==> config.mk <==
export PLATFORM = sky130hd
export DESIGN_NAME = rcp_queue
export DESIGN_NICKNAME = d
export VERILOG_FILES = /design/src/sv/rtmp_chunk_header_parser_assert.svh /design/src/sv/rcp_pkg.sv /design/src/sv/rcp_queue.sv
export SDC_FILE = /design/constraint.sdc
export NUM_CORES = 1
export LEC_CHECK = 0
export ABC_AREA = 1
export BUFFER_PORTS_ARGS = -buffer_cell sky130_fd_sc_hd__buf_2
export CAP_MARGIN = 10
export CORE_MARGIN = 2
export CORE_UTILIZATION = 35
export CTS_BUF_LIST = sky130_fd_sc_hd__clkbuf_4 sky130_fd_sc_hd__clkbuf_8
export CTS_CLUSTER_DIAMETER = 150
export DETAILED_ROUTE_END_ITERATION = 7
export GPL_ROUTABILITY_DRIVEN = 0
export PLACE_DENSITY = 0.6
export REMOVE_ABC_BUFFERS = 1
export SYNTH_ARGS = -nofsm -noshare
export SYNTH_HDL_FRONTEND = slang
export SYNTH_SLANG_ARGS = --single-unit
==> constraint.sdc <==
create_clock -name clk -period 10.2 [get_ports clk]
set_input_delay 1.02 -clock clk [delete_from_list [all_inputs] [get_ports clk]]
set_output_delay 1.02 -clock clk [all_outputs]
set_load 0.05 [all_outputs]
==> src/sv/rtmp_chunk_header_parser_assert.svh <==
// Assertion macros for the RTMP chunk header parser.
// Depends on a clk and rst in the scope of use.
`ifndef RTMP_CHUNK_HEADER_PARSER_ASSERT_SVH
`define RTMP_CHUNK_HEADER_PARSER_ASSERT_SVH

// same-cycle implication
`define RCP_ASSERT_NOW(lbl, ante, cons, msg) \
  lbl: assert property (@(posedge clk) disable iff (rst) (ante) |-> (cons)) else $error(msg);

// next-cycle implication
`define RCP_ASSERT_NEXT(lbl, ante, cons, msg) \
  lbl: assert property (@(posedge clk) disable iff (rst) (ante) |=> (cons)) else $error(msg);

`endif

==> src/sv/rcp_pkg.sv <==
// Types, constants and helpers shared by the RTMP chunk header parser.
// No dependencies.
`default_nettype none
package rcp_pkg;
  localparam int CHUNK_STREAMS = 128;
  localparam int IDX_W = $clog2(CHUNK_STREAMS);
  localparam logic [23:0] TIME_MARK = 24'hFFFFFF;
  localparam logic [23:0] CHUNK_SIZE_RESET = 24'd128;
  localparam int QUEUE_DEPTH = 4;
  localparam int QPTR_W = $clog2(QUEUE_DEPTH);
  localparam int OUT_DEPTH = 4;
  localparam int OPTR_W = $clog2(OUT_DEPTH);

  localparam logic [1:0] ST_OK = 2'd0;
  localparam logic [1:0] ST_MISSING = 2'd1;
  localparam logic [1:0] ST_RANGE = 2'd2;

  localparam logic [1:0] FMT_FULL = 2'd0;
  localparam logic [1:0] FMT_SAME_STREAM = 2'd1;
  localparam logic [1:0] FMT_TIME_ONLY = 2'd2;
  localparam logic [1:0] FMT_NONE = 2'd3;

  typedef struct packed {
    logic [7:0]  header_byte;
    logic [23:0] received_so_far;
  } in_t;

  typedef struct packed {
    logic [1:0]  status;
    logic [1:0]  header_format;
    logic [16:0] chunk_stream;
    logic [31:0] timestamp;
    logic [31:0] time_delta;
    logic [23:0] message_length;
    logic [7:0]  message_kind;
    logic [31:0] message_stream;
    logic [4:0]  header_length;
    logic [23:0] chunk_payload_length;
  } out_t;

  // parsed header handed from front to back
  typedef struct packed {
    logic [1:0]  fmt;
    logic [16:0] cs;
    logic [31:0] tval;
    logic [23:0] len;
    logic [7:0]  kind;
    logic [31:0] ms;
    logic [4:0]  hlen;
    logic [23:0] so_far;
  } hdr_t;

  typedef struct packed {
    logic [31:0] ts;
    logic [31:0] dl;
    logic [23:0] len;
    logic [7:0]  kind;
    logic [31:0] ms;
  } entry_t;

  function automatic logic [4:0] body_bytes(input logic [1:0] fmt);
    logic [4:0] n;
    case (fmt)
      FMT_FULL:        n = 5'd11;
      FMT_SAME_STREAM: n = 5'd7;
      FMT_TIME_ONLY:   n = 5'd3;
      default:         n = 5'd0;
    endcase
    return n;
  endfunction
endpackage
`default_nettype wire

==> src/sv/rcp_queue.sv <==
// Short queue of parsed header records between front and back.
// Depends on rcp_pkg.
`default_nettype none
module rcp_queue (
  input  wire logic          clk,
  input  wire logic          rst,
  input  wire logic          push,
  input  wire rcp_pkg::hdr_t din,
  output logic               full,
  input  wire logic          pop,
  output logic               empty,
  output rcp_pkg::hdr_t      dout
);
  rcp_pkg::hdr_t slots [rcp_pkg::QUEUE_DEPTH];
  logic [rcp_pkg::QPTR_W-1:0] wp, rp;
  logic [rcp_pkg::QPTR_W:0]   cnt;

  assign full = cnt == (rcp_pkg::QPTR_W+1)'(rcp_pkg::QUEUE_DEPTH);
  assign empty = cnt == '0;
  assign dout = slots[rp];

  always_ff @(posedge clk) begin
    if (push) begin
      slots[wp] <= din;
    end
  end

  always_ff @(posedge clk) begin
    if (rst) begin
      wp <= '0;
      rp <= '0;
      cnt <= '0;
    end else begin
      if (push) begin
        wp <= wp + 1'b1;
      end
      if (pop) begin
        rp <= rp + 1'b1;
      end
      if (push && !pop) begin
        cnt <= cnt + 1'b1;
      end else if (pop && !push) begin
        cnt <= cnt - 1'b1;
      end
    end
  end
endmodule
`default_nettype wire

# Yosys cells after proc, flatten, opt, wreduce, memory -nomap -nowiden
# Memories as Yosys holds them, arrays and structs flattened. A register that Yosys moved wholly into a read port is not among the register bits.
# Index checks and enable logic that the tools add are counted.
# totals
reg_bits	7
wordCells	21
ram_bits	576
out_inout_bits	146
memories	1
inputBits	148
# memory_table
name	depth	width	rd	rd_clocked_by_memory_dff	write_ports	line	source
slots	4	144	1	1	1	rcp_queue.sv:14	rcp_pkg::hdr_t slots [rcp_pkg::QUEUE_DEPTH];
# classes
n_addsub	4
mux	6
eq_ne	1
reduce_logical	6
# op_table
operator	n
2-to-1 mux 3 bit	2
adder 2 x 1 -> 2 bit (second input constant)	2
2-to-1 mux 2 bit	2
adder 3 x 1 -> 3 bit (second input constant)	1
equality test 3 bit (second input constant)	1
logical NOT 3 bit	1
subtractor 3 x 1 -> 3 bit (second input constant)	1
logical AND 1 bit	2
logical NOT 1 bit	2
2-to-1 mux 1 bit	2
nonzero test 2 bit	1

# Longest topological paths before layout
# logic_depth
depth_word	4
mapped_depth	10
mapped_depth_nobuf	10

# Worst setup path before layout
# Ideal clock, no wire load.
# synth_timing
path_type	input -> register
start	input port push
end	memory slots[0][0] (netlist bit), enable pin
t_required_ns	9.703
stages	2
path_slack_ns	5.879
t_arrival_ns	3.825
setup_time_ns	0.497
n_path_buf	0
cell_sequence	nand2_1 inv_1
# synth_between
elab_chain_cells	2
# synth_rtl
item	line	source
start: declaration	rcp_queue.sv:7	input wire logic push,
2-to-1 mux 1 bit	rcp_queue.sv:23	if (push) begin
2-to-1 mux 1 bit (not written as such)	rcp_queue.sv:24	slots[wp] <= din;
end: declaration	rcp_queue.sv:14	
# Every way passes these cells.

==> key figures <==
Run status
  – Outcome: finished clean

Logic synthesis
  – Ys Warns: 0
  – Leading area contributor after synthesis: edfxtp_1
  – Post-synth EDFFs: 576
  – Yosys cell types: 24
  – Most frequent cell after synthesis: edfxtp_1
  – Synthesized area: 21,800 sq um
  – Top post-synthesis cells by area: edfxtp_1, o21ai_0, nor2_1, o22ai_1, o21ai_1
  – Post-synthesis sequential area ratio: between 80% and 90%
  – Cells after Synth: 1,450
  – Post-synth ARST share: 0%
  – Mapped Avg Cell Area: 15.0 sq um
  – Post-synth top flop: edfxtp_1
  – Commonest cells in the netlist: edfxtp_1, nor2_1, o21ai_0, o22ai_1, o21ai_1
  – FF+latch count, synth: 585
  – Post-synth top area share: 79.4%

Worst setup path
  – R2r worst-path depth: 5
  – Worst reg2reg startpoint: wp[0]
  – Setup CP Type: reg2out
  – Crit end category: output port
  – Slowest CP cell: buf_4
  – Slowest Stage Delay on Critical Path: between 0.9 and 1 ns
  – Critical Path AT: 3.50 ns
  – Startpoint Class: flip-flop
  – Critical Path, Cell by Cell: inv_8 > buf_4 > o21ai_0 > o22ai_1 > buf_2
  – Crit path max-delay family: buffers and inverters
  – Critical path buffers and inverters: 3
  – Max FO, Critical Path: 191
  – Worst endpoint required time: between 9 and 10 ns
  – Setup slack, reg-to-reg: 7.79 ns
  – Critical R2R Capture: slots[2][135]

Pwr
  – Pwr Density: 215 nW/um^2
  – Int Pwr: slightly above 0.004 W
  – Switch share: a little over a quarter
  – Switch Pwr: between 0.0015 and 0.002 W
  – Combinational Power Share: between 10% and 20%
  – Pleak: just under 9 nW
  – Sequential Power Share: 50.0%
  – Tot Pwr: 0.00556 W
  – Worst VDD drop: 0.000127 V
  – Clock power frac: a little under two fifths

Floorplanning
  – Initial Util: 35.4%
  – # rows: between 90 and 100
  – Io pins: about 300
  – Core Area: 61,600 sq um
  – Die Wd: roughly 250 microns
  – DIE AREA: about 64,000 sq um
  – Die height: 254 microns

Placed design
  – Placed standard-cell area: between 20,000 and 25,000 sq um
  – DP Wirelength: 27.8 mm
  – # port buffers: 293

STA
  – Slew HR: 19.6%
  – Max Fclk: 221 MHz
  – Final setup vio count: 0
  – Fin crit period: between 4 and 5 ns
  – RSZ-0062 raised after global routing: false
  – Tightest Pin Transition: 1.21 ns
  – Clock skew: ~0.014 ns
  – Final-report hold violation count: 0
  – TNS Setup: 0 ns
  – Period utilization: between 40% and 50%
  – Slew Viols, Final: 0

Detailed routing
  – Violation count after the first detailed-route iteration: 885
  – DR WL/cell: 19.0 microns
  – Antenna-violating nets left: 0
  – Final WL: slightly above 50 mm
  – First-pass DRT Iterations: 5
  – Via count: 13,188
  – Residual DRC: 0
  – Via density: 4.91

Finish
  – Final instance area: approximately 26,000 sq um
  – Share of cells above drive strength 1: 26.0%
  – Layout fillers: 5,618
  – Final Net Count: just under 2,000
  – Synth-to-layout area growth: 18.6%

Worst hold path
  – Hold Crit Class: reg2reg
  – Hold depth: 1
  – Worst Hold Launch: rp[1]

Clock tree
  – CTS tree: done
  – Clock root buffer master: clkbuf_8
  – Hold-fix buffers, CTS: 0
  – CTS clk-pin slew, worst paths: 0.06 ns
  – Worst-Skew Late Latency: 0.68 ns
  – CTS sink count: between 500 and 600
  – H-tree depth: 3
  – Setup bufs post-CTS: 0
  – Post-cts sizing count: 0
  – Clock Tree Buf Depth: 3
  – Total CTS buffers: 100

GRT
  – Grt ovf: 0
  – Vias in the first global route: 13,110
  – Antenna violations before repair: 14
  – Total GRT Usage: approximately 16%
  – Largest net degree at the start of global routing: 192
  – First-pass GRT wire length: about 76 mm

Run
  – Number of max-cap violations: 0
## worst reg2reg max path: stages (launching register included)
cell     delay [ns]
dfxtp_1        0.32
inv_1          0.12
ha_1           0.16
nand2_1        0.10
inv_6          0.57
buf_4          0.74
## final cells by class
| type | count | area, sq um | area share, % |
|---|---|---|---|
| timing repair buffer | 309 | 1590 | 6.14 |
| multi-input combinational | 754 | 3630 | 14.1 |
| antenna | 7 | 17.5 | 0.0678 |
| tap | 837 | 1050 | 4.05 |
| inverter | 17 | 93.8 | 0.363 |
| clock inverter | 43 | 309 | 1.20 |
| sequential | 585 | 17500 | 67.7 |
| clock buffer | 134 | 1670 | 6.46 |
## state kept, by name, indices dropped and copies added (netlist names), named ones only
name	cells
rp	2
cnt	3
wp	2
slots	576
## worst max-delay path by stage
stage | from | end | slack (ns) | depth (start not counted)
after global routing | flip-flop | dout[25] | 5.26 | 5
after global placement | flip-flop | dout[29] | 6.25 | 5
after floorplan | flip-flop | dout[0] | 2.20 | 3
final | flip-flop | dout[29] | 5.68 | 5
after CTS | flip-flop | dout[141] | 5.42 | 5
after detailed placement | flip-flop | dout[141] | 6.19 | 5
## cells in the final DEF (no fill, tap or decap), drive strengths merged, types with 4 or more instances in the layout
cell	count
ha	5
clkinvlp	4
dfxtp	9
o22ai	144
clkinv	32
o21ai	293
inv	21
clkbuf	134
buf	309
nand2	9
diode	7
nor2	294
edfxtp	576
## logic make-up after synthesis
| logic type | share of synthesized area [%] |
|---|---|
| AOI/OAI and AO/OA | 10.9 |
| xor gates and xnor gates | 0.0402 |
| adders and majority gates | 0.379 |
| buffers and inverters | 3.12 |
| DFF | 80.2 |
| and+or+nand+nor | 5.32 |
## stage by stage
step | hold WS (ns) | instances | util, % | setup slack, ns
2_1_floorplan | 0.412 | 1356 | - | 2.20
3_3_place_gp | 0.424 | 2502 | 38.7 | 6.25
3_5_place_dp | 0.455 | 2502 | 38.7 | 6.19
4_1_cts | 0.424 | 2679 | 41.9 | 5.42
5_1_grt | 0.467 | 2684 | 41.9 | 5.26
6_report | 0.470 | 2686 | 41.9 | 5.68
## power by group through the flow
stage          combinational (W)  clock, W  sequential (W)
6_report                0.000711   0.00207         0.00278
5_1_grt                 0.000760   0.00224         0.00279
4_1_cts                 0.000720   0.00213         0.00278
3_5_place_dp            0.000719         0         0.00283
3_3_place_gp            0.000709         0         0.00283
2_1_floorplan           0.000476         0         0.00285
## routing by layer
| metal | part of all wire, % | track usage [%] |
|---|---|---|
| met1 | 43 | 19.9 |
| met2 | 48 | 25.0 |
| met3 | 7.0 | 4.74 |
| met4 | 2.2 | 6.07 |
| met5 | 0.21 | 0 |
(Power assumes the default switching activity.)
