<file path="src/sv/rtmp_chunk_header_parser_assert.svh">
// Assertion macros for the RTMP chunk header parser.
// Depends on a clk and rst in the scope of use.
`ifndef RTMP_CHUNK_HEADER_PARSER_ASSERT_SVH
`define RTMP_CHUNK_HEADER_PARSER_ASSERT_SVH

// same-cycle implication
`define RCP_ASSERT_NOW(lbl, ante, cons, msg) \
  lbl: assert property (@(posedge clk) disable iff (rst) (ante) |-> (cons)) else $error(msg);

// next-cycle implication
`define RCP_ASSERT_NEXT(lbl, ante, cons, msg) \
  lbl: assert property (@(posedge clk) disable iff (rst) (ante) |=> (cons)) else $error(msg);

`endif

</file>
<file path="src/sv/rcp_pkg.sv">
// Types, constants and helpers shared by the RTMP chunk header parser.
// No dependencies.
`default_nettype none
package rcp_pkg;
  localparam int CHUNK_STREAMS = 128;
  localparam int IDX_W = $clog2(CHUNK_STREAMS);
  localparam logic [23:0] TIME_MARK = 24'hFFFFFF;
  localparam logic [23:0] CHUNK_SIZE_RESET = 24'd128;
  localparam int QUEUE_DEPTH = 4;
  localparam int QPTR_W = $clog2(QUEUE_DEPTH);
  localparam int OUT_DEPTH = 4;
  localparam int OPTR_W = $clog2(OUT_DEPTH);

  localparam logic [1:0] ST_OK = 2'd0;
  localparam logic [1:0] ST_MISSING = 2'd1;
  localparam logic [1:0] ST_RANGE = 2'd2;

  localparam logic [1:0] FMT_FULL = 2'd0;
  localparam logic [1:0] FMT_SAME_STREAM = 2'd1;
  localparam logic [1:0] FMT_TIME_ONLY = 2'd2;
  localparam logic [1:0] FMT_NONE = 2'd3;

  typedef struct packed {
    logic [7:0]  header_byte;
    logic [23:0] received_so_far;
  } in_t;

  typedef struct packed {
    logic [1:0]  status;
    logic [1:0]  header_format;
    logic [16:0] chunk_stream;
    logic [31:0] timestamp;
    logic [31:0] time_delta;
    logic [23:0] message_length;
    logic [7:0]  message_kind;
    logic [31:0] message_stream;
    logic [4:0]  header_length;
    logic [23:0] chunk_payload_length;
  } out_t;

  // parsed header handed from front to back
  typedef struct packed {
    logic [1:0]  fmt;
    logic [16:0] cs;
    logic [31:0] tval;
    logic [23:0] len;
    logic [7:0]  kind;
    logic [31:0] ms;
    logic [4:0]  hlen;
    logic [23:0] so_far;
  } hdr_t;

  typedef struct packed {
    logic [31:0] ts;
    logic [31:0] dl;
    logic [23:0] len;
    logic [7:0]  kind;
    logic [31:0] ms;
  } entry_t;

  function automatic logic [4:0] body_bytes(input logic [1:0] fmt);
    logic [4:0] n;
    case (fmt)
      FMT_FULL:        n = 5'd11;
      FMT_SAME_STREAM: n = 5'd7;
      FMT_TIME_ONLY:   n = 5'd3;
      default:         n = 5'd0;
    endcase
    return n;
  endfunction
endpackage
`default_nettype wire

</file>
<file path="src/sv/rcp_front.sv">
// Byte-serial chunk header parser: accumulates fields, emits one record per header.
// Depends on rcp_pkg.
`default_nettype none
module rcp_front (
  input  wire logic          clk,
  input  wire logic          rst,
  input  wire logic          in_valid,
  input  wire rcp_pkg::in_t  item,
  output logic               rec_valid,
  output rcp_pkg::hdr_t      rec
);
  logic [4:0]  pos, pos_next;
  logic [1:0]  fmt, fmt_next;
  logic [1:0]  bb, bb_next;
  logic [16:0] sid, sid_next;
  logic [31:0] tacc, tacc_next;
  logic [23:0] lacc, lacc_next;
  logic [7:0]  kacc, kacc_next;
  logic [31:0] macc, macc_next;
  logic        ext, ext_next;
  logic        done;

  always_comb begin
    logic [7:0] b;
    logic [5:0] low;
    logic [4:0] k;
    logic [5:0] k1;
    logic [5:0] blen;
    b = item.header_byte;
    low = b[5:0];
    k = pos - {3'b0, bb};
    k1 = {1'b0, k} + 6'd1;
    blen = {1'b0, rcp_pkg::body_bytes(fmt)};
    pos_next = pos;
    fmt_next = fmt;
    bb_next = bb;
    sid_next = sid;
    tacc_next = tacc;
    lacc_next = lacc;
    kacc_next = kacc;
    macc_next = macc;
    ext_next = ext;
    done = 1'b0;
    if (pos == 5'd0) begin
      fmt_next = b[7:6];
      tacc_next = '0;
      lacc_next = '0;
      kacc_next = '0;
      macc_next = '0;
      ext_next = 1'b0;
      sid_next = {11'b0, low};
      bb_next = (low >= 6'd2) ? 2'd1 : ((low == 6'd0) ? 2'd2 : 2'd3);
      pos_next = 5'd1;
      done = (bb_next == 2'd1) && (b[7:6] == rcp_pkg::FMT_NONE);
    end else if (pos < {3'b0, bb}) begin
      if (pos == 5'd1) begin
        sid_next = 17'd64 + {9'b0, b};
      end else begin
        sid_next = sid + {1'b0, b, 8'b0};
      end
      pos_next = pos + 5'd1;
      done = (pos_next == {3'b0, bb}) && (fmt == rcp_pkg::FMT_NONE);
    end else begin
      pos_next = pos + 5'd1;
      if (ext) begin
        tacc_next = {tacc[23:0], b};
        done = k1 >= blen + 6'd4;
      end else begin
        if (k < 5'd3) begin
          tacc_next = {8'b0, tacc[15:0], b};
        end else if (k < 5'd6) begin
          lacc_next = {lacc[15:0], b};
        end else if (k == 5'd6) begin
          kacc_next = b;
        end else begin
          case (k)
            5'd7:    macc_next[7:0] = b;
            5'd8:    macc_next[15:8] = b;
            5'd9:    macc_next[23:16] = b;
            5'd10:   macc_next[31:24] = b;
            default: macc_next = macc;
          endcase
        end
        if (k1 >= blen) begin
          if (tacc_next[23:0] == rcp_pkg::TIME_MARK) begin
            ext_next = 1'b1;
            tacc_next = '0;
          end else begin
            done = 1'b1;
          end
        end
      end
    end
    if (done) begin
      rec.hlen = pos_next;
      pos_next = 5'd0;
      ext_next = 1'b0;
    end else begin
      rec.hlen = pos_next;
    end
    rec.fmt = fmt_next;
    rec.cs = sid_next;
    rec.tval = tacc_next;
    rec.len = lacc_next;
    rec.kind = kacc_next;
    rec.ms = macc_next;
    rec.so_far = item.received_so_far;
  end

  assign rec_valid = in_valid && done;

  always_ff @(posedge clk) begin
    if (rst) begin
      pos <= '0;
      fmt <= '0;
      bb <= '0;
      sid <= '0;
      tacc <= '0;
      lacc <= '0;
      kacc <= '0;
      macc <= '0;
      ext <= 1'b0;
    end else if (in_valid) begin
      pos <= pos_next;
      fmt <= fmt_next;
      bb <= bb_next;
      sid <= sid_next;
      tacc <= tacc_next;
      lacc <= lacc_next;
      kacc <= kacc_next;
      macc <= macc_next;
      ext <= ext_next;
    end
  end
endmodule
`default_nettype wire

</file>
<file path="config.mk">
export PLATFORM = sky130hd
export DESIGN_NAME = rcp_front
export DESIGN_NICKNAME = d
export VERILOG_FILES = /design/src/sv/rtmp_chunk_header_parser_assert.svh /design/src/sv/rcp_pkg.sv /design/src/sv/rcp_front.sv
export SDC_FILE = /design/constraint.sdc
export NUM_CORES = 1
export LEC_CHECK = 0
export ABC_AREA = 1
export BUFFER_PORTS_ARGS = -buffer_cell sky130_fd_sc_hd__buf_2
export CORE_ASPECT_RATIO = 0.9
export CORE_MARGIN = 1
export CORE_UTILIZATION = 30
export CTS_CLUSTER_SIZE = 14
export DETAILED_ROUTE_END_ITERATION = 10
export GPL_TIMING_DRIVEN = 0
export SYNTH_ARGS = -nofsm -noshare
export SYNTH_HDL_FRONTEND = slang
export SYNTH_SLANG_ARGS = --single-unit
</file>
<file path="constraint.sdc">
create_clock -name clk -period 7.65 [get_ports clk]
set_input_delay 0.3825 -clock clk [delete_from_list [all_inputs] [get_ports clk]]
set_output_delay 0.3825 -clock clk [all_outputs]
set_load 0.01 [all_outputs]
</file>
# ---- Word level (Yosys, flattened, before mapping)
# Cells that the tools add are included.
dict set report word_totals {
  elab_cells 93
  regBits 123
  in_bits 35
  output_inout_bits 145
}
dict set report classes {
  eq_ne 14
  order_cmp 6
  add_sub_neg 6
  muxes 50
  reduce_logical 8
}
# operator count
set op_table {}
lappend op_table {{32-bit two-way mux} 15}
lappend op_table {{24-bit two-way mux} 5}
lappend op_table {{8-bit two-way mux} 10}
lappend op_table {{17-bit two-way mux} 3}
lappend op_table {{24-bit == test (second input constant)} 1}
lappend op_table {{17-bit by 16-bit adder with 17-bit output} 1}
lappend op_table {{5-bit by 4-bit == test with 1-bit output (second input constant)} 3}
lappend op_table {{1-bit two-way mux} 12}
lappend op_table {{4-bit one-hot mux with 3 select lines} 1}
lappend op_table {{5-bit by 3-bit == test with 1-bit output (second input constant)} 2}
lappend op_table {{5-bit two-way mux} 2}
lappend op_table {{7-bit by 8-bit adder with 9-bit output (first input constant)} 1}
lappend op_table {{5-bit by 1-bit adder with 6-bit output (second input constant)} 1}
lappend op_table {{5-bit by 3-bit adder with 6-bit output (second input constant)} 1}
lappend op_table {{2-bit == test (second input constant)} 3}
lappend op_table {{6-bit by 2-bit greater-or-equal comparator with 1-bit output (second input constant)} 1}
lappend op_table {{6-bit by 5-bit greater-or-equal comparator with 1-bit output} 1}
lappend op_table {{6-bit greater-or-equal comparator} 1}
lappend op_table {{6-bit logical NOT} 1}
lappend op_table {{5-bit by 1-bit adder with 5-bit output (second input constant)} 1}
lappend op_table {{5-bit by 1-bit == test with 1-bit output (second input constant)} 1}
lappend op_table {{5-bit by 2-bit == test with 1-bit output} 1}
lappend op_table {{5-bit logical NOT} 1}
lappend op_table {{5-bit by 2-bit < comparator with 1-bit output} 1}
lappend op_table {{9 further kinds} 14}

# ---- Longest topological paths before layout
# Gate-level depths: netlist of the first run.
dict set report depth {
  word_depth 14
  mapped_depth 22
  depth_no_buf 21
}

# ---- Least setup slack after synthesis of the first run
# No wires, ideal clock.
dict set report synth_path {
  path_type {reg-to-output}
  startpoint {register pos[0]}
  endpoint {output rec_valid}
  path_buffers 0
  setup_slack_ns 4.367
  arrival_ns 2.900
  stages_incl_launch_ff 17
  cell_sequence {dfxtp_1 -> inv_1 -> ha_1 -> inv_1 -> fa_1 -> ha_1 -> inv_1 -> xor2_1 -> inv_1 -> ha_1 -> a21oi_1 -> o21ai_0 -> and2_1 -> nand2_1 -> nand2_1 -> nand2_1 -> a21oi_1}
}
dict set report synth_via {
  elab_chain_cells 13
  word_cells_on_any_way 21
  cone_classes {add/sub (3); order compare (4); eq/ne (2); mux (9); reduce/logical (3)}
}
# element line
set synth_lines {}
lappend synth_lines {{from (decl)} rcp_front.sv:12} ;# logic [4:0] pos, pos_next;
lappend synth_lines {{from (signal assigned)} rcp_front.sv:124} ;# pos <= pos_next;
lappend synth_lines {{5-bit by 2-bit subtractor with 5-bit output} rcp_front.sv:31} ;# k = pos - {3'b0, bb};
lappend synth_lines {{5-bit by 2-bit < comparator with 1-bit output} rcp_front.sv:69} ;# if (k < 5'd3) begin
lappend synth_lines {{32-bit two-way mux} rcp_front.sv:69}
lappend synth_lines {{32-bit two-way mux} rcp_front.sv:65} ;# if (ext) begin
lappend synth_lines {{32-bit two-way mux} rcp_front.sv:55} ;# end else if (pos < {3'b0, bb}) begin
lappend synth_lines {{32-bit two-way mux} rcp_front.sv:44} ;# if (pos == 5'd0) begin
lappend synth_lines {{24-bit == test} rcp_front.sv:85} ;# if (tacc_next[23:0] == rcp_pkg::TIME_MARK) begin
lappend synth_lines {{1-bit two-way mux} rcp_front.sv:85}
lappend synth_lines {{1-bit two-way mux} rcp_front.sv:84} ;# if (k1 >= blen) begin
lappend synth_lines {{1-bit two-way mux} rcp_front.sv:65}
lappend synth_lines {{1-bit two-way mux} rcp_front.sv:55}
lappend synth_lines {{1-bit two-way mux (*)} rcp_front.sv:44}
lappend synth_lines {{1-bit logical AND (*)} rcp_front.sv:110} ;# assign rec_valid = in_valid && done;
lappend synth_lines {{to (decl)} rcp_front.sv:9} ;# output logic rec_valid,
# Every way passes the cells marked *; elsewhere a longest branch is shown, timed or not. The select of a mux whose other input is x is not followed.

==> results.txt, run 1 <==
- Run status: finished, final reports clean
- 180 I/O pins were placed.
- For this design the static power due to leakage is 0.00510 µW.
- Row generation in the floorplan step produced 57 rows.
* Instance count of the mapped netlist: 1380
- Count of cells resized by post-cts repair: 0
- The total area inside the core boundary comes to 27200 µm².
- For this run, the number of Yosys warnings is 0.
- Global routing finished with a remaining overflow of 0.
* Largest net degree at the start of global routing: 17
- Synthesized area per cell: 6.05 µm²
* Longest individual stage delay on the worst path: 0.58 ns
- Critical path fanouts, max: 10
- Count of input and output buffers: 154
- Synthesized net count: 1443
- Worst slew pin tran: 0.657 ns
- Number of nets at the end of the flow: 1616
- Area Growth Syn to Fin: 21.6%
- The synthesized design spends more area on one cell type than any other, namely dfxtp_1.
- Critical path data required time: 7.27 ns
* Fraction of synthesis flops using an asynchronous set or reset pin: 0
* Die Area: 28500 µm²
- Slowest library cell on the worst path: fa_1
* Max VDD drop: 0.167 mV
- Worst R2R Path Depth: 17
- In this run the worst hold path is classified as input port to register.
- Clock tree synthesis found a total of 123 sinks.
* Aggregate routed wire length: 30300 µm
- TritonCTS built the clock tree.
- After the first detailed-routing iteration, the DRC count stood at 886.
- Flops & latches, synth: 123
- Maximum clock skew at final layout: 0.00726 ns
- For this run, the top clock speed supported by timing is 0.220 GHz.
* Cell at the root of the clock tree: clkbuf_16
* Cell Pwr Density: 207 nW/µm²
* ANT nets after route: 0
- Minimum clock period: 4.55 ns
* GRT Resource Usage Total: 0.214
- Portion of the post-synthesis area used by sequential elements: 0.295
* Clock buffer depth: 2
- After clock tree synthesis, the clock-pin slew on the worst setup and hold paths is 0.06 ns.
- Share of final-layout standard cells stronger than drive strength 1: 0.158
* CTS Hold Buffers Added: 0
- The mapped netlist covers 8350 µm².
- In the synthesized netlist the dominant register cell turns out to be dfxtp_1.
- For this run, design rule violations remaining after detail routing come to 0.
- The number of antenna violations at the first check in global routing came to 0.
- Setup violations remaining at the end of the flow were counted as 0.
* Vias in the first global route: 8534
- The kind of cell with the highest combined delay along the critical path is adder cells.
* Clock buffer count from CTS: 17
- Max-cap violations: 0
- TNS Setup: 0 ns
* Startpoint-to-endpoint class of the critical path: register to output pin
* Critical Path, Cell by Cell: inv_1, ha_1, inv_1, fa_1, ha_1, inv_1, xor2_1, inv_1, ha_1, a21oi_1, o21ai_0, nand3_2, buf_2, nand3_1, nand2_1, nand2_1, inv_1, buf_2
* Effective utilization at floorplan: 0.307
- In this run, synthesis inferred 0 flip-flops with an integrated enable.
- Of the available clock period, the critical path in the final layout requires 0.595.
* Ranking of synthesized cells by area: dfxtp_1, nand2_1, a21oi_1, o21ai_0, inv_1
- First-pass GRT wire length: 47100 µm
- Latest clock arrival within the worst-skew pair: 0.44 ns
* Signal arrival time at the worst endpoint: 4.17 ns
- In this run the post-CTS setup repair buffer count came out at 0.
- In the final routed layout, each cell accounts on average for 15.8 µm.
- The number of different library cells used by synthesis comes to 34.
* Max-slew violation count: 0
- Detailed-route via count: 9517
- Counting both buffers and inverters, the worst setup path holds a total of 7.
* Unrepaired setup endpoints after global routing: false
* Nature of the critical path endpoint: output pin
* DR vias/cell: 4.96
- Measured along the x axis, the die boundary spans 178 µm.
* Logic depth of the worst path, buffers included: 18
* HPWL Detailed: 22300 µm
* Deepest level of the CTS H-tree: 4
- The pre-antenna-repair detailed-routing pass consisted of 5 iterations.
- The worst hold path was traced through 3 stages.
- The count of endpoints failing hold in the final timing report came to 0.
- Die Span Y: 160 µm
* Antenna diode count: 0
- In this run the tightest slew margin relative to its limit is 0.561.
* Routability Congestion: 0.911
- Yosys top cell area share: 0.295
* Most frequent cell on the critical path: inv_1
- Total power after layout: 2100 µW
* Critical path launch point type: register
## per-stage QoR
step | hold slack [ns] | util | cells | instance area (µm²) | setup slack, ns
4_1_cts | 0.404 | 0.373 | 1920 | 10100 | 3.11
3_5_place_dp | 0.452 | 0.352 | 1888 | 9560 | 3.59
3_3_place_gp | 0.448 | 0.352 | 1888 | 9560 | 3.67
6_report | 0.422 | 0.373 | 1920 | 10100 | 3.10
2_1_floorplan | 0.442 | - | 1380 | 8350 | 4.37
5_1_grt | 0.412 | 0.373 | 1920 | 10100 | 2.76
## flip-flops by register name, indices dropped and copies added, names as in the netlist
| register | count |
|---|---|
| tacc | 32 |
| fmt | 2 |
| lacc | 24 |
| ext | 1 |
| sid | 17 |
| bb | 2 |
| macc | 32 |
| pos | 5 |
| kacc | 8 |
## path summary, 6_finish.rpt
check | slack (ns) | to | from
worst max-delay path | 3.10 | rec[115] | pos[0]
worst min-delay path | 0.42 | fmt[0] | item[30]
worst max register to register | 3.90 | tacc[22] | pos[0]
worst min register to register | 0.46 | macc[12] | macc[12]
## metal layers
| metal | vias up | global-route usage | part of all wire |
|---|---|---|---|
| li1 | 4727 | - | - |
| met5 | - | 0 | 0 |
| met2 | 393 | 0.329 | 0.45 |
| met3 | 51 | 0.0469 | 0.075 |
| met1 | 4346 | 0.294 | 0.45 |
| met4 | 0 | 0.0707 | 0.024 |
## Yosys cell counts, types with 2 or more instances
master      n
nand2_1   314
a21oi_1   196
o21ai_0   173
inv_1     172
nor2_1    139
dfxtp_1   123
nand3_1    79
clkbuf_1   67
buf_4      27
ha_1       26
buf_2      10
buf_6       7
xor2_1      6
inv_2       4
nor3_1      4
o21ai_1     4
nand4_1     3
buf_1       2
clkinv_1    2
fa_1        2
nand2_2     2
nand2_4     2
nand3_2     2
nor2_2      2
nor2_4      2
xnor2_1     2
## layout make-up
cell class / count / area [µm²]
clock inverter: 12 / 141
timing repair buffer: 154 / 771
clock buffer: 20 / 447
inverter: 178 / 668
tap: 354 / 443
multi-input combinational: 966 / 4620
fill: 3049 / 17000
sequential: 123 / 2460
buffer: 113 / 591
## tightest hold or removal path, delay by kind of cell
family,cells,cell delay [ns]
buffers and inverters,1,0.19
AO/OA/AOI/OAI,2,0.24
## kinds of logic after synthesis
family	after synthesis	share of synthesized area
buffers and inverters	291	0.151
AO/OA/AOI/OAI	376	0.228
adder cells (fa/ha/maj)	28	0.0438
AND/OR/NAND/NOR	554	0.274
flip-flops	123	0.295
XOR/XNOR	8	0.00840
## cells in the final DEF (no fill, tap or decap), drive strengths merged
master    instances
a21oi           198
and2              1
buf             200
bufinv            2
clkbuf           87
clkinv            8
clkinvlp          2
dfxtp           123
fa                2
ha               26
inv             178
nand2           318
nand3            82
nand3b            1
nand4             3
nor2            144
nor3              5
o21ai           177
o221a             1
xnor2             2
xor2              6
## power by group
part,switching (µW),internal (µW),total [µW],leakage (µW)
Clock,338,492,829,0.000281
Combinational,396,187,583,0.00382
Sequential,25.0,666,691,0.00100
No activity file was read; power rests on OpenSTA's default activity.
==> inputs of run 2 (changes only) <==
clock period = 4.2 ns   (was 7.65 ns; I/O delays follow)
==> run 2 against run 1 <==
Via count grew 0.65%. Worst hold slack worse by 0.18 ns. Clock-buffer cell count stayed put. First-iteration DRC count fell by 3.0%. Sequential power grew 82%. Final area increased by 0.59%. Clock power up 83%. Global-route usage is essentially flat. Cell count up 0.21%. Critical path type unchanged. Critical endpoint is now rec[96].
==> results.txt, run 2 (synthesized netlist as in run 1, its figures left out) <==
- The startpoint identified for the worst hold timing path is item[30].
* Effective utilization at floorplan: 0.307
* Filler cells: 3044
- Dpl cell area: 9560 µm²
- The tree is rooted in a clkbuf_16.
- Setup total negative slack on the finished layout was measured at 0 ns.
* Hold Crit Depth: 3
- The finished cells cover 10200 µm².
* Antenna diode count: 0
* Hold/Removal Path Class: input port to register
* Worst slew pin tran: 0.666 ns
- Once routing completed, OpenROAD measured the worst setup slack at 0.238 ns.
- Wire length per cell after detailed routing: 15.8 µm
- CTS Sinks: 123
- Summed over all layers, the global routing overflow is 0.
- By startpoint and endpoint, the worst setup path is classified as register to output pin.
- Die Area: 28500 µm²
- The worst path in the final design needs a cycle of 3.96 ns, including I/O delays and setup.
- Max-slew violation count: 0
* HPWL Detailed: 22300 µm
- Post-placement cell count: 1888
- The first global-routing pass estimated 47100 µm of wire.
- 180 I/O pins were placed.
- The library cell used most frequently in the layout, excluding fill and tap cells, is nand2_1.
- Width of the die: 178 µm
- IR analysis of the VDD net gives a maximum drop of 0.309 mV.
* Detailed-route via count: 9579
- Final instance count without filler cells: 1924
- DRC marker count from the first detailed-route iteration: 859
* Setup-violating endpoint count in the final report: 0
* Remaining routing DRC violations: 0
* Length of the first detailed-routing pass in iterations: 7
* Critical path fanouts, max: 10
- For this design the static power due to leakage is 0.00513 µW.
* Aggregate routed wire length: 30400 µm
- Vias in the first global route: 8535
- Total power for the finished layout comes to 3860 µW.
* ANT nets after route: 0
* Fin. Hold Viols: 0
* Registers with the most flip-flops: macc: 32 flops, tacc: 32 flops, lacc: 24 flops
- The number of antenna violations at the first check in global routing was 0.
* Maximum clock skew at final layout: 0.0106 ns
* Nature of the critical path endpoint: output pin
- Prior to clock tree synthesis, the placed netlist has a worst setup slack of 0.314 ns.
- The floorplan step set the die height to 160 µm.
- Of the available clock period, the critical path in the final layout requires 0.943.
- In this run the deepest clock path goes through 2 buffers.
* Total number of placement rows: 57
- DR vias/cell: 4.98
* Worst reg2reg path endpoint: lacc[14]
- TritonCTS clock tree: yes
- For this design the ratio of total power to cell area is 378 nW/µm².
- Counting the buffers created by CTS gives 17.
* Post-CTS clock slew at the launch and capture registers of the worst setup and hold paths: 0.07 ns
- STA puts the critical path data arrival time at 3.75 ns.
- The worst register-to-register path has a setup slack of 0.84 ns.
* Max-cap violations: 0
* Largest net degree at the start of global routing: 17
* GRT Resource Usage Total: 0.214
- The region available for standard cell placement spans 27200 µm².
- Timing would allow up to 0.252 GHz.
- Routability Congestion: 0.911
- Hold endpoint: fmt[0]
- Area Growth Syn to Fin: 22.3%
- For this run, the post-layout net count is 1620.
* Critical path data required time: 3.99 ns
- Counting cells, the worst reg-to-reg path comes to 14.
- Commonest cells after routing, fill and taps aside: nand2_1, a21oi_1, inv_1, o21ai_0, buf_2
* Share of final-layout standard cells stronger than drive strength 1: 0.164
* Count of input and output buffers: 154
- In this run the critical register-to-register path is launched from pos[0].
* Latest clock arrival within the worst-skew pair: 0.44 ns
- In this run the tightest slew margin relative to its limit is 0.555.
* Critical path launch point type: register
- The H-tree was split into 4 levels.
- The flow ran to the end, and the final reports show no timing, DRC or antenna violations.
run 2: power breakdown:
part | leakage [µW] | internal [µW] | switching, µW
Combinational | 0.00384 | 351 | 730
Clock | 0.000281 | 895 | 622
Sequential | 0.00100 | 1210 | 45.3
run 2: how the worst max path moves through the flow:
stage | startpoint | endpoint
floorplan | pos[0] | rec_valid
global placement | pos[0] | rec_valid
detailed placement | pos[0] | rec_valid
CTS | pos[0] | rec_valid
global route | pos[0] | rec[97]
finish | pos[0] | rec[96]
run 2: what timing repair did:
item,CTS,global route
hold buffers,0,0
setup endpoints to repair,30,34
setup buffers,0,4
resized for setup,2,10
pin swaps,0,4
run 2: cell type report:
type	count	area, µm²	share of cell area
inverter	178	668	0.0655
clock inverter	12	141	0.0139
multi-input combinational	966	4650	0.455
timing repair buffer	158	801	0.0785
buffer	113	596	0.0583
sequential	123	2460	0.241
tap	354	443	0.0434
clock buffer	20	447	0.0438
run 2: layer usage:
| metal | wire [µm] | up-vias | track usage |
|---|---|---|---|
| li1 | - | 4735 | - |
| met1 | 13800 | 4399 | 0.294 |
| met2 | 13700 | 401 | 0.329 |
| met3 | 2340 | 44 | 0.0469 |
| met4 | 642 | 0 | 0.0707 |
| met5 | 0 | - | 0 |
run 2: critical path, stage by stage (launching register included):
cell,delay (ns)
dfxtp_2,0.36
inv_1,0.09
ha_1,0.14
inv_1,0.06
fa_2,0.37
inv_1,0.13
nand2_1,0.09
nand2_1,0.07
nand2_1,0.16
nand3_4,0.21
buf_6,0.16
nand2_1,0.05
nand2_1,0.10
nand2_1,0.13
nor2_1,0.13
nand2_1,0.07
nor2_1,0.16
nand3_4,0.14
buf_6,0.18
nand3_1,0.08
nand2_1,0.08
nand2_1,0.14
inv_1,0.06
buf_2,0.14
run 2: per-stage QoR:
step	util	hold slack (ns)
6_report	0.376	0.241
4_1_cts	0.374	0.232
3_3_place_gp	0.352	0.448
3_5_place_dp	0.352	0.452
5_1_grt	0.376	0.240
2_1_floorplan	-	0.400
